===== src/hdl/htrm_pkg.sv =====
`timescale 1ns / 1ps
// shared types, constants and decode functions of the hex tag record matcher
// no dependencies
package htrm_pkg;

    localparam int NAME_LEN_DEFAULT = 16;
    localparam int TAG_CHARS        = 10;
    localparam int TAG_BYTES        = 5;
    localparam int TAG_W            = 8 * TAG_BYTES;
    localparam int TAG_CNT_W        = $clog2(TAG_CHARS + 1);
    localparam int MAX_RUN          = 16;
    localparam int RUN_W            = $clog2(MAX_RUN + 1);
    localparam int IDX_W            = 4;

    localparam logic [7:0] CH_STAR       = 8'h2A;
    localparam logic [7:0] CH_HASH       = 8'h23;
    localparam logic [7:0] CH_END        = 8'h38;
    localparam logic [7:0] HEX_ALPHA_MIN = 8'd58;
    localparam logic [7:0] HEX_ALPHA_OFS = 8'd55;
    localparam logic [7:0] HEX_DIGIT_OFS = 8'd48;

    typedef struct packed {
        logic [7:0] data_byte;
        logic       first;
        logic       final_req;
    } stream_beat_t;

    typedef struct packed {
        logic             found;
        logic             name_present;
        logic [7:0]       name_byte;
        logic [IDX_W-1:0] name_index;
        logic             run_end;
    } answer_beat_t;

    typedef struct packed {
        logic [TAG_W-1:0] search_tag;
    } cfg_beat_t;

    typedef enum logic [2:0] {
        ST_SCAN,
        ST_ISSUE,
        ST_LOAD,
        ST_WAIT,
        ST_DONE
    } ctrl_state_t;

    typedef struct packed {
        logic process;
        logic start_run;
        logic rd_en;
        logic load_out;
        logic advance;
    } ctrl_cmd_t;

    typedef struct packed {
        logic trigger;
        logic run_last;
    } dp_status_t;

    function automatic logic [7:0] hex_digit(input logic [7:0] v);
        return (v >= HEX_ALPHA_MIN) ? (v - HEX_ALPHA_OFS) : (v - HEX_DIGIT_OFS);
    endfunction

    function automatic logic [7:0] tag_byte(input logic [7:0] hi_char,
                                            input logic [7:0] lo_char);
        logic [7:0] hi;
        logic [7:0] lo;
        hi = hex_digit(hi_char);
        lo = hex_digit(lo_char);
        return {hi[3:0], 4'b0000} | lo;
    endfunction

endpackage


===== src/hdl/htrm_chan_if.sv =====
`timescale 1ns / 1ps
// valid/ready channel carrying one payload beat
// payload type is set per instance from htrm_pkg
interface htrm_chan_if #(
    parameter type payload_t = logic
);
    logic     valid;
    logic     ready;
    payload_t payload;

    modport source (output valid, output payload, input ready);
    modport sink   (input valid, input payload, output ready);
endinterface


===== src/hdl/htrm_ctrl.sv =====
`timescale 1ns / 1ps
// controller of the matcher: scan, answer run sequencing, search done
// depends on htrm_pkg
module htrm_ctrl (
    input  logic                clk,
    input  logic                rst_n,
    input  logic                stream_valid,
    input  logic                stream_first,
    output logic                stream_ready,
    output logic                answer_valid,
    input  logic                answer_ready,
    input  htrm_pkg::dp_status_t status,
    output htrm_pkg::ctrl_cmd_t  cmd
);
    import htrm_pkg::*;

    ctrl_state_t state_reg;
    ctrl_state_t state_next;

    always_ff @(posedge clk or negedge rst_n)
    begin
        if (!rst_n)
        begin
            state_reg <= ST_SCAN;
        end
        else
        begin
            state_reg <= state_next;
        end
    end

    always_comb
    begin
        state_next   = state_reg;
        cmd          = '0;
        stream_ready = 1'b0;
        answer_valid = 1'b0;
        case (state_reg)
            ST_SCAN:
            begin
                stream_ready = 1'b1;
                if (stream_valid)
                begin
                    cmd.process = 1'b1;
                    if (status.trigger)
                    begin
                        cmd.start_run = 1'b1;
                        state_next    = ST_ISSUE;
                    end
                end
            end
            ST_DONE:
            begin
                // bytes are dropped until one marked first restarts the search
                stream_ready = 1'b1;
                if (stream_valid && stream_first)
                begin
                    cmd.process = 1'b1;
                    if (status.trigger)
                    begin
                        cmd.start_run = 1'b1;
                        state_next    = ST_ISSUE;
                    end
                    else
                    begin
                        state_next = ST_SCAN;
                    end
                end
            end
            ST_ISSUE:
            begin
                cmd.rd_en  = 1'b1;
                state_next = ST_LOAD;
            end
            ST_LOAD:
            begin
                cmd.load_out = 1'b1;
                state_next   = ST_WAIT;
            end
            ST_WAIT:
            begin
                answer_valid = 1'b1;
                if (answer_ready)
                begin
                    if (status.run_last)
                    begin
                        state_next = ST_DONE;
                    end
                    else
                    begin
                        cmd.advance = 1'b1;
                        state_next  = ST_ISSUE;
                    end
                end
            end
            default:
            begin
                state_next = ST_SCAN;
            end
        endcase
    end
endmodule


===== src/hdl/htrm_datapath.sv =====
`timescale 1ns / 1ps
// datapath of the matcher: tag capture and decode, name memory, answer register
// depends on htrm_pkg
module htrm_datapath #(
    parameter int NAME_LEN = htrm_pkg::NAME_LEN_DEFAULT
) (
    input  logic                   clk,
    input  logic                   rst_n,
    input  htrm_pkg::ctrl_cmd_t    cmd,
    input  htrm_pkg::stream_beat_t beat,
    input  logic                   cfg_we,
    input  htrm_pkg::cfg_beat_t    cfg_data,
    output htrm_pkg::dp_status_t   status,
    output htrm_pkg::answer_beat_t answer_beat
);
    import htrm_pkg::*;

    localparam int ADDR_W = (NAME_LEN > 1) ? $clog2(NAME_LEN) : 1;
    localparam int LEN_W  = $clog2(NAME_LEN + 1);

    logic [TAG_W-1:0]     search_tag_reg;
    logic                 in_name_reg;
    logic                 in_name_next;
    logic                 cap_active_reg;
    logic                 cap_active_next;
    logic [TAG_CNT_W-1:0] cap_count_reg;
    logic [TAG_CNT_W-1:0] cap_count_next;
    logic [7:0]           tag_chars_reg [TAG_CHARS];
    logic [7:0]           tag_chars_next [TAG_CHARS];
    logic [LEN_W-1:0]     name_len_reg;
    logic [LEN_W-1:0]     name_len_next;
    logic                 hit_reg;
    logic                 hit_next;
    logic [IDX_W-1:0]     run_idx_reg;
    logic [7:0]           rd_data_reg;
    answer_beat_t         answer_reg;

    logic [7:0] name_mem [NAME_LEN];

    // state as seen by this beat, after a first beat clears everything
    logic                 in_name_cur;
    logic                 cap_active_cur;
    logic [TAG_CNT_W-1:0] cap_count_cur;
    logic [7:0]           tag_cur [TAG_CHARS];
    logic [LEN_W-1:0]     name_len_cur;
    logic                 hit_cur;
    logic                 tag_match;
    logic                 name_we;
    logic [ADDR_W-1:0]    name_waddr;
    logic [RUN_W-1:0]     run_len;
    logic                 run_last;

    always_comb
    begin
        in_name_cur    = beat.first ? 1'b0 : in_name_reg;
        cap_active_cur = beat.first ? 1'b0 : cap_active_reg;
        cap_count_cur  = beat.first ? '0 : cap_count_reg;
        name_len_cur   = beat.first ? '0 : name_len_reg;
        hit_cur        = beat.first ? 1'b0 : hit_reg;
        for (int i = 0; i < TAG_CHARS; i++)
        begin
            tag_cur[i] = beat.first ? 8'h00 : tag_chars_reg[i];
        end
    end

    always_comb
    begin
        tag_match = 1'b1;
        for (int i = 0; i < TAG_BYTES; i++)
        begin
            if (tag_byte(tag_cur[2*i], tag_cur[2*i+1]) != search_tag_reg[8*i +: 8])
            begin
                tag_match = 1'b0;
            end
        end
    end

    assign name_waddr = ADDR_W'(name_len_cur);

    always_comb
    begin
        in_name_next    = in_name_reg;
        cap_active_next = cap_active_reg;
        cap_count_next  = cap_count_reg;
        name_len_next   = name_len_reg;
        hit_next        = hit_reg;
        tag_chars_next  = tag_chars_reg;
        name_we         = 1'b0;
        if (cmd.process)
        begin
            in_name_next    = in_name_cur;
            cap_active_next = cap_active_cur;
            cap_count_next  = cap_count_cur;
            name_len_next   = name_len_cur;
            hit_next        = hit_cur;
            tag_chars_next  = tag_cur;
            if (!in_name_cur)
            begin
                if (beat.data_byte == CH_STAR)
                begin
                    cap_active_next = 1'b1;
                    cap_count_next  = '0;
                end
                else if (beat.data_byte == CH_HASH)
                begin
                    cap_active_next = 1'b0;
                    cap_count_next  = '0;
                    in_name_next    = 1'b1;
                    if (tag_match)
                    begin
                        hit_next = 1'b1;
                    end
                end
                else if (cap_active_cur && (cap_count_cur < TAG_CNT_W'(TAG_CHARS)))
                begin
                    tag_chars_next[cap_count_cur] = beat.data_byte;
                    cap_count_next = cap_count_cur + TAG_CNT_W'(1);
                end
            end
            else
            begin
                if (beat.data_byte == CH_HASH)
                begin
                    cap_active_next = 1'b1;
                    cap_count_next  = '0;
                    name_len_next   = '0;
                end
                else if (beat.data_byte == CH_END)
                begin
                    // with a hit the answer goes out and the state is frozen
                    if (!hit_cur)
                    begin
                        cap_active_next = 1'b0;
                        cap_count_next  = '0;
                        in_name_next    = 1'b0;
                    end
                end
                else if (cap_active_cur && (name_len_cur < LEN_W'(NAME_LEN)))
                begin
                    name_we       = 1'b1;
                    name_len_next = name_len_cur + LEN_W'(1);
                end
            end
        end
    end

    assign status.trigger = (in_name_cur && (beat.data_byte == CH_END) && hit_cur)
                          || beat.final_req;

    always_comb
    begin
        if (int'(name_len_reg) > MAX_RUN)
        begin
            run_len = RUN_W'(MAX_RUN);
        end
        else
        begin
            run_len = RUN_W'(name_len_reg);
        end
        run_last = (run_len == '0) || ((RUN_W'(run_idx_reg) + RUN_W'(1)) == run_len);
    end

    assign status.run_last = run_last;

    always_ff @(posedge clk or negedge rst_n)
    begin
        if (!rst_n)
        begin
            search_tag_reg <= '0;
            in_name_reg    <= 1'b0;
            cap_active_reg <= 1'b0;
            cap_count_reg  <= '0;
            name_len_reg   <= '0;
            hit_reg        <= 1'b0;
            run_idx_reg    <= '0;
            for (int i = 0; i < TAG_CHARS; i++)
            begin
                tag_chars_reg[i] <= 8'h00;
            end
        end
        else
        begin
            if (cfg_we)
            begin
                search_tag_reg <= cfg_data.search_tag;
            end
            in_name_reg    <= in_name_next;
            cap_active_reg <= cap_active_next;
            cap_count_reg  <= cap_count_next;
            name_len_reg   <= name_len_next;
            hit_reg        <= hit_next;
            tag_chars_reg  <= tag_chars_next;
            if (cmd.start_run)
            begin
                run_idx_reg <= '0;
            end
            else if (cmd.advance)
            begin
                run_idx_reg <= run_idx_reg + IDX_W'(1);
            end
        end
    end

    // name memory: one write port, one registered read port
    always_ff @(posedge clk)
    begin
        if (name_we)
        begin
            name_mem[name_waddr] <= beat.data_byte;
        end
        if (cmd.rd_en)
        begin
            rd_data_reg <= name_mem[ADDR_W'(run_idx_reg)];
        end
    end

    always_ff @(posedge clk)
    begin
        if (cmd.load_out)
        begin
            answer_reg.found <= hit_reg;
            if (run_len == '0)
            begin
                answer_reg.name_present <= 1'b0;
                answer_reg.name_byte    <= 8'h00;
                answer_reg.name_index   <= '0;
                answer_reg.run_end      <= 1'b1;
            end
            else
            begin
                answer_reg.name_present <= 1'b1;
                answer_reg.name_byte    <= rd_data_reg;
                answer_reg.name_index   <= run_idx_reg;
                answer_reg.run_end      <= run_last;
            end
        end
    end

    assign answer_beat = answer_reg;
endmodule


===== src/hdl/hex_tag_record_matcher.sv =====
`timescale 1ns / 1ps
// top level of the hex tag record matcher: controller plus datapath
// depends on htrm_pkg, htrm_chan_if, htrm_ctrl and htrm_datapath
// While scanning, the matcher takes one stream byte per clock; tag decode and
// compare happen in the cycle the '#' arrives. When a byte calls for the answer
// (an '8' after a hit, or final_req), the stream stalls and the answer goes out
// as one beat per name byte (a single beat for an empty name), each beat
// passing issue, load and wait states plus any back-pressure: the name memory's
// registered read port is stepped once per beat. After the run the block keeps
// taking bytes but ignores them until one marked first starts a new search,
// which is processed in that same cycle. No clearing pass follows reset. The
// search tag may be written at any idle time; the cfg channel is always ready.
module hex_tag_record_matcher #(
    parameter int NAME_LEN = htrm_pkg::NAME_LEN_DEFAULT
) (
    input  logic         clk,
    input  logic         rst_n,
    htrm_chan_if.sink    stream,
    htrm_chan_if.source  answer,
    htrm_chan_if.sink    cfg
);
    import htrm_pkg::*;

    ctrl_cmd_t    cmd;
    dp_status_t   status;
    stream_beat_t stream_beat;
    cfg_beat_t    cfg_beat;
    answer_beat_t answer_beat;

    assign stream_beat    = stream.payload;
    assign cfg_beat       = cfg.payload;
    assign cfg.ready      = 1'b1;
    assign answer.payload = answer_beat;

    htrm_ctrl u_ctrl (
        .clk          (clk),
        .rst_n        (rst_n),
        .stream_valid (stream.valid),
        .stream_first (stream_beat.first),
        .stream_ready (stream.ready),
        .answer_valid (answer.valid),
        .answer_ready (answer.ready),
        .status       (status),
        .cmd          (cmd)
    );

    htrm_datapath #(
        .NAME_LEN (NAME_LEN)
    ) u_datapath (
        .clk         (clk),
        .rst_n       (rst_n),
        .cmd         (cmd),
        .beat        (stream_beat),
        .cfg_we      (cfg.valid),
        .cfg_data    (cfg_beat),
        .status      (status),
        .answer_beat (answer_beat)
    );
endmodule


===== src/flat_wrapper.sv =====
// flat-port wrapper written by rule: the top's interface ports become plain ports
module hex_tag_record_matcher_flat import htrm_pkg::*;
#(
    parameter int NAME_LEN = htrm_pkg::NAME_LEN_DEFAULT
)
  (clk, rst_n, stream_valid, stream_payload, stream_ready, answer_valid, answer_payload, answer_ready, cfg_valid, cfg_payload, cfg_ready);
  htrm_chan_if #(.payload_t(stream_beat_t)) stream_i ();
  htrm_chan_if #(.payload_t(answer_beat_t)) answer_i ();
  htrm_chan_if #(.payload_t(cfg_beat_t)) cfg_i ();
  input  logic clk;
  input  logic rst_n;
  input wire logic [$bits(stream_i.valid)-1:0] stream_valid;
  input wire logic [$bits(stream_i.payload)-1:0] stream_payload;
  output wire logic [$bits(stream_i.ready)-1:0] stream_ready;
  output wire logic [$bits(answer_i.valid)-1:0] answer_valid;
  output wire logic [$bits(answer_i.payload)-1:0] answer_payload;
  input wire logic [$bits(answer_i.ready)-1:0] answer_ready;
  input wire logic [$bits(cfg_i.valid)-1:0] cfg_valid;
  input wire logic [$bits(cfg_i.payload)-1:0] cfg_payload;
  output wire logic [$bits(cfg_i.ready)-1:0] cfg_ready;
  assign stream_i.valid = stream_valid;
  assign stream_i.payload = stream_payload;
  assign stream_ready = stream_i.ready;
  assign answer_valid = answer_i.valid;
  assign answer_payload = answer_i.payload;
  assign answer_i.ready = answer_ready;
  assign cfg_i.valid = cfg_valid;
  assign cfg_i.payload = cfg_payload;
  assign cfg_ready = cfg_i.ready;
  hex_tag_record_matcher #(.NAME_LEN(NAME_LEN)) u_core (.clk(clk), .rst_n(rst_n), .stream(stream_i), .answer(answer_i), .cfg(cfg_i));
endmodule

===== config.mk =====
export PLATFORM = sky130hd
export DESIGN_NAME = hex_tag_record_matcher_flat
export DESIGN_NICKNAME = d
export VERILOG_FILES = /design/src/hdl/htrm_pkg.sv /design/src/hdl/htrm_chan_if.sv /design/src/hdl/htrm_ctrl.sv /design/src/hdl/htrm_datapath.sv /design/src/hdl/hex_tag_record_matcher.sv /design/src/flat_wrapper.sv
export SDC_FILE = /design/constraint.sdc
export NUM_CORES = 1
export LEC_CHECK = 0
export BUFFER_PORTS_ARGS = -buffer_cell sky130_fd_sc_hd__buf_4
export CAP_MARGIN = 20
export CORE_ASPECT_RATIO = 0.9
export CORE_MARGIN = 2
export CORE_UTILIZATION = 44
export DETAILED_ROUTE_END_ITERATION = 10
export PLACE_DENSITY = 0.58
export SLEW_MARGIN = 20
export SYNTH_ARGS = -nofsm -noshare
export SYNTH_HDL_FRONTEND = slang
export SYNTH_HIERARCHICAL = 1
export SYNTH_SLANG_ARGS = --single-unit
export TNS_END_PERCENT = 50

===== constraint.sdc =====
create_clock -name clk -period 9.43 [get_ports clk]
set_clock_uncertainty 0.1 [all_clocks]
set_input_delay 0.943 -clock clk [delete_from_list [all_inputs] [get_ports clk]]
set_output_delay 0.943 -clock clk [all_outputs]
set_load 0.1 [all_outputs]

==> impl_metrics.tcl <==
set metrics [dict create \
    status "completed" \
    maxSlewHeadroom_pct 26.1 \
    max_freq_ghz 0.235 \
    cts_max_path_buffers 3 \
    worstPathArrival_ps 4330 \
    mostFrequentLayoutCell "edfxtp_1" \
    drive_gt1_share_pct 15.5 \
    synth_area_leaders "edfxtp_1 31%, dfrtp_1 24%, a22o_1 3.8%" \
    placed_area_sq_um 15500 \
    finalSetupViolCount 0 \
    n_antenna_cell 0 \
    critPathLaunchType "primary input" \
    place.gp.congestion 0.839 \
    die_w_um 197 \
    antenna_found_initial 0 \
    fp.dieH_um 177 \
    grt_pass1_wl_um 59200 \
    r2r_start "u_core/u_ctrl/state_reg[2]$_DFFE_PN0P_" \
    ys_async_sr_fraction_pct 47.9 \
    core_sq_um 32900 \
    syn_inst 1270 \
    worstSkewPairLatency_ps 570 \
    post-route-util_pct 50.6 \
    largest_reg_flops 128 \
    critPathRequiredTime_ps 9510 \
    synth_top_cell_area_share_pct 30.8 \
    p_leak_nw 6.41 \
    worst_slew_pin_slew_ps 1110 \
    slew_violations 0 \
    crit_path_max_fanout 48 \
    final_cell_mix "151 x edfxtp_1, 138 x dfrtp_1, 110 x nand2_1" \
    drc 0 \
    grt_use_total_pct 22.0 \
    vias 10500 \
    start_util_pct 44.7 \
    wl_um 38000 \
    postCtsSetupRepairBufs 0 \
    tns_ps 0 \
    first_global_vias 9904 \
    synth_warnings 6 \
    hold_buffers 0 \
    dpl.hpwl_um 25000 \
    overflow 0 \
    ff2ff_setup_slack_ps 5720 \
    crit_type "primary input to flop" \
    synth_edf_count 151 \
    finalHoldViolations 0 \
    yosysSeqAreaShare_pct 54.5 \
    cts.repair.resized 0 \
    endpoint_kind "flop" \
    ant_nets 0 \
    r2r_end "u_core/u_datapath/name_mem[3][2]$_DFFE_PP_" \
    dieArea_sq_um 34900 \
    yosys.area.top_type "edfxtp_1" \
    drt_pass1_iterations 7 \
    irDropWorstVdd_mv 0.158 \
    syn-cell-area_sq_um 14700 \
    grt_start_max_net_pins 80 \
    drt-vias-per-instance 5.97 \
    nets 1400 \
    hold_path.class "primary input to async pin" \
    clock_sinks 290 \
    avgRoutedWirePerCell_um 21.6 \
    cts_made_buffers 30 \
    io_buffer_count 71 \
    rr_worst_depth 6 \
    syn_avg_cell_area_sq_um 11.6 \
    layout_min_cycle_time_ps 4250 \
    cts_root_buffer "clkbuf_16" \
    final_min_period_over_clock_period_pct 45.1 \
    rows 63 \
    syn_to_final_growth_pct 13.3 \
    ys.flop_type "edfxtp_1" \
    final_area_sq_um 16700 \
    synth_nets 1355 \
    synth_cell_types 81 \
    h-tree-depth 1 \
    path_clk_slew_ps 60 \
    cts_tree "built" \
    dr.first_iter.drc_count 898 \
    drv_cap 0 \
    power.density_nw_per_um2 234 \
    fillCellCount 2913 \
    rsz0062_at_grt "false" \
    ys_ff_latch 290 \
    ios 73 \
]
## routing by layer
| layer | up-vias | GRT usage (%) | share of wire [%] |
|---|---|---|---|
| li1 | 4900 | - | - |
| met1 | 5237 | 33.8 | 48 |
| met2 | 327 | 33.0 | 44 |
| met3 | 44 | 2.74 | 6.0 |
| met4 | 0 | 5.14 | 2.0 |
| met5 | - | 0 | 0 |
## Yosys cell counts (10+ instances only)
cell	instances
clkbuf_1	44
a31oi_1	14
xor2_1	15
a22oi_1	10
nor2b_1	39
nand3_1	28
nor3_1	18
inv_1	36
dfrtp_1	139
a221oi_1	10
nor4_1	12
mux2_2	44
xnor2_1	36
ha_1	30
nand4_1	11
nand2_1	110
nand2b_1	11
nor2_1	88
a21oi_1	34
edfxtp_1	151
mux2i_1	41
mux4_2	16
a22o_1	64
o21ai_0	80
## through the flow
step / cells / worst slack [ps] / power, mW / hold slack (ps)
3_5_place_dp: 1704 / 4610 / 2.57 / 382
2_1_floorplan: 1270 / 5410 / 2.28 / 363
6_report: 1761 / 5180 / 3.89 / 317
5_1_grt: 1761 / 4880 / 4.06 / 377
4_1_cts: 1760 / 5180 / 3.92 / 349
3_3_place_gp: 1704 / 4660 / 2.56 / 383
## kinds of logic (layout without fill, tap and decap cells)
kind of cell	count (synthesis)	after routing	share of synthesized area, %
AOI/OAI and AO/OA	323	323	15.7
xor gates and xnor gates	51	51	3.04
adders and majority gates	30	30	2.55
buffers and inverters	101	170	2.99
DFF	290	290	54.5
muxes	101	101	8.60
other	1	1	0.0255
and+or+nand+nor	373	373	12.6
## critical path, cell delays in order
cell and delay (ps):
buf_4 400, inv_1 180, a2111oi_2 380, buf_4 480, inv_1 230, nor4_1 660, nand2_1 360, nor2_1 640
## cell type report
type	instances	area, sq um	share of cell area (%)
clock buffers	36	783	4.70
clock inverters	20	342	2.05
multi-input cells	879	6280	37.7
flip-flops and latches	290	8010	48.1
inverters	36	135	0.811
well taps	422	528	3.17
repair buffers	78	586	3.51
## report_power, final
part	switching (mW)	total, mW	internal [mW]
registers	0.110	1.57	1.46
clock network	0.501	1.34	0.839
logic	0.663	0.987	0.324
## how the worst max path moves through the flow
stage,startpoint,to,slack (ps),cells after the start
after floorplan,stream_payload[1],u_core/u_datapath/hit_reg$_DFFE_PN0P_,5410,14
after global placement,stream_payload[1],u_core/u_datapath/name_mem[11][2]$_DFFE_PP_,4660,8
after detailed placement,stream_payload[1],u_core/u_datapath/name_mem[11][1]$_DFFE_PP_,4610,8
after CTS,stream_payload[1],u_core/u_datapath/name_mem[11][1]$_DFFE_PP_,5180,8
after global routing,stream_payload[1],u_core/u_datapath/name_mem[3][2]$_DFFE_PP_,4880,8
final,stream_payload[1],u_core/u_datapath/name_mem[3][2]$_DFFE_PP_,5180,8
Power figures use the tool's default switching activity.
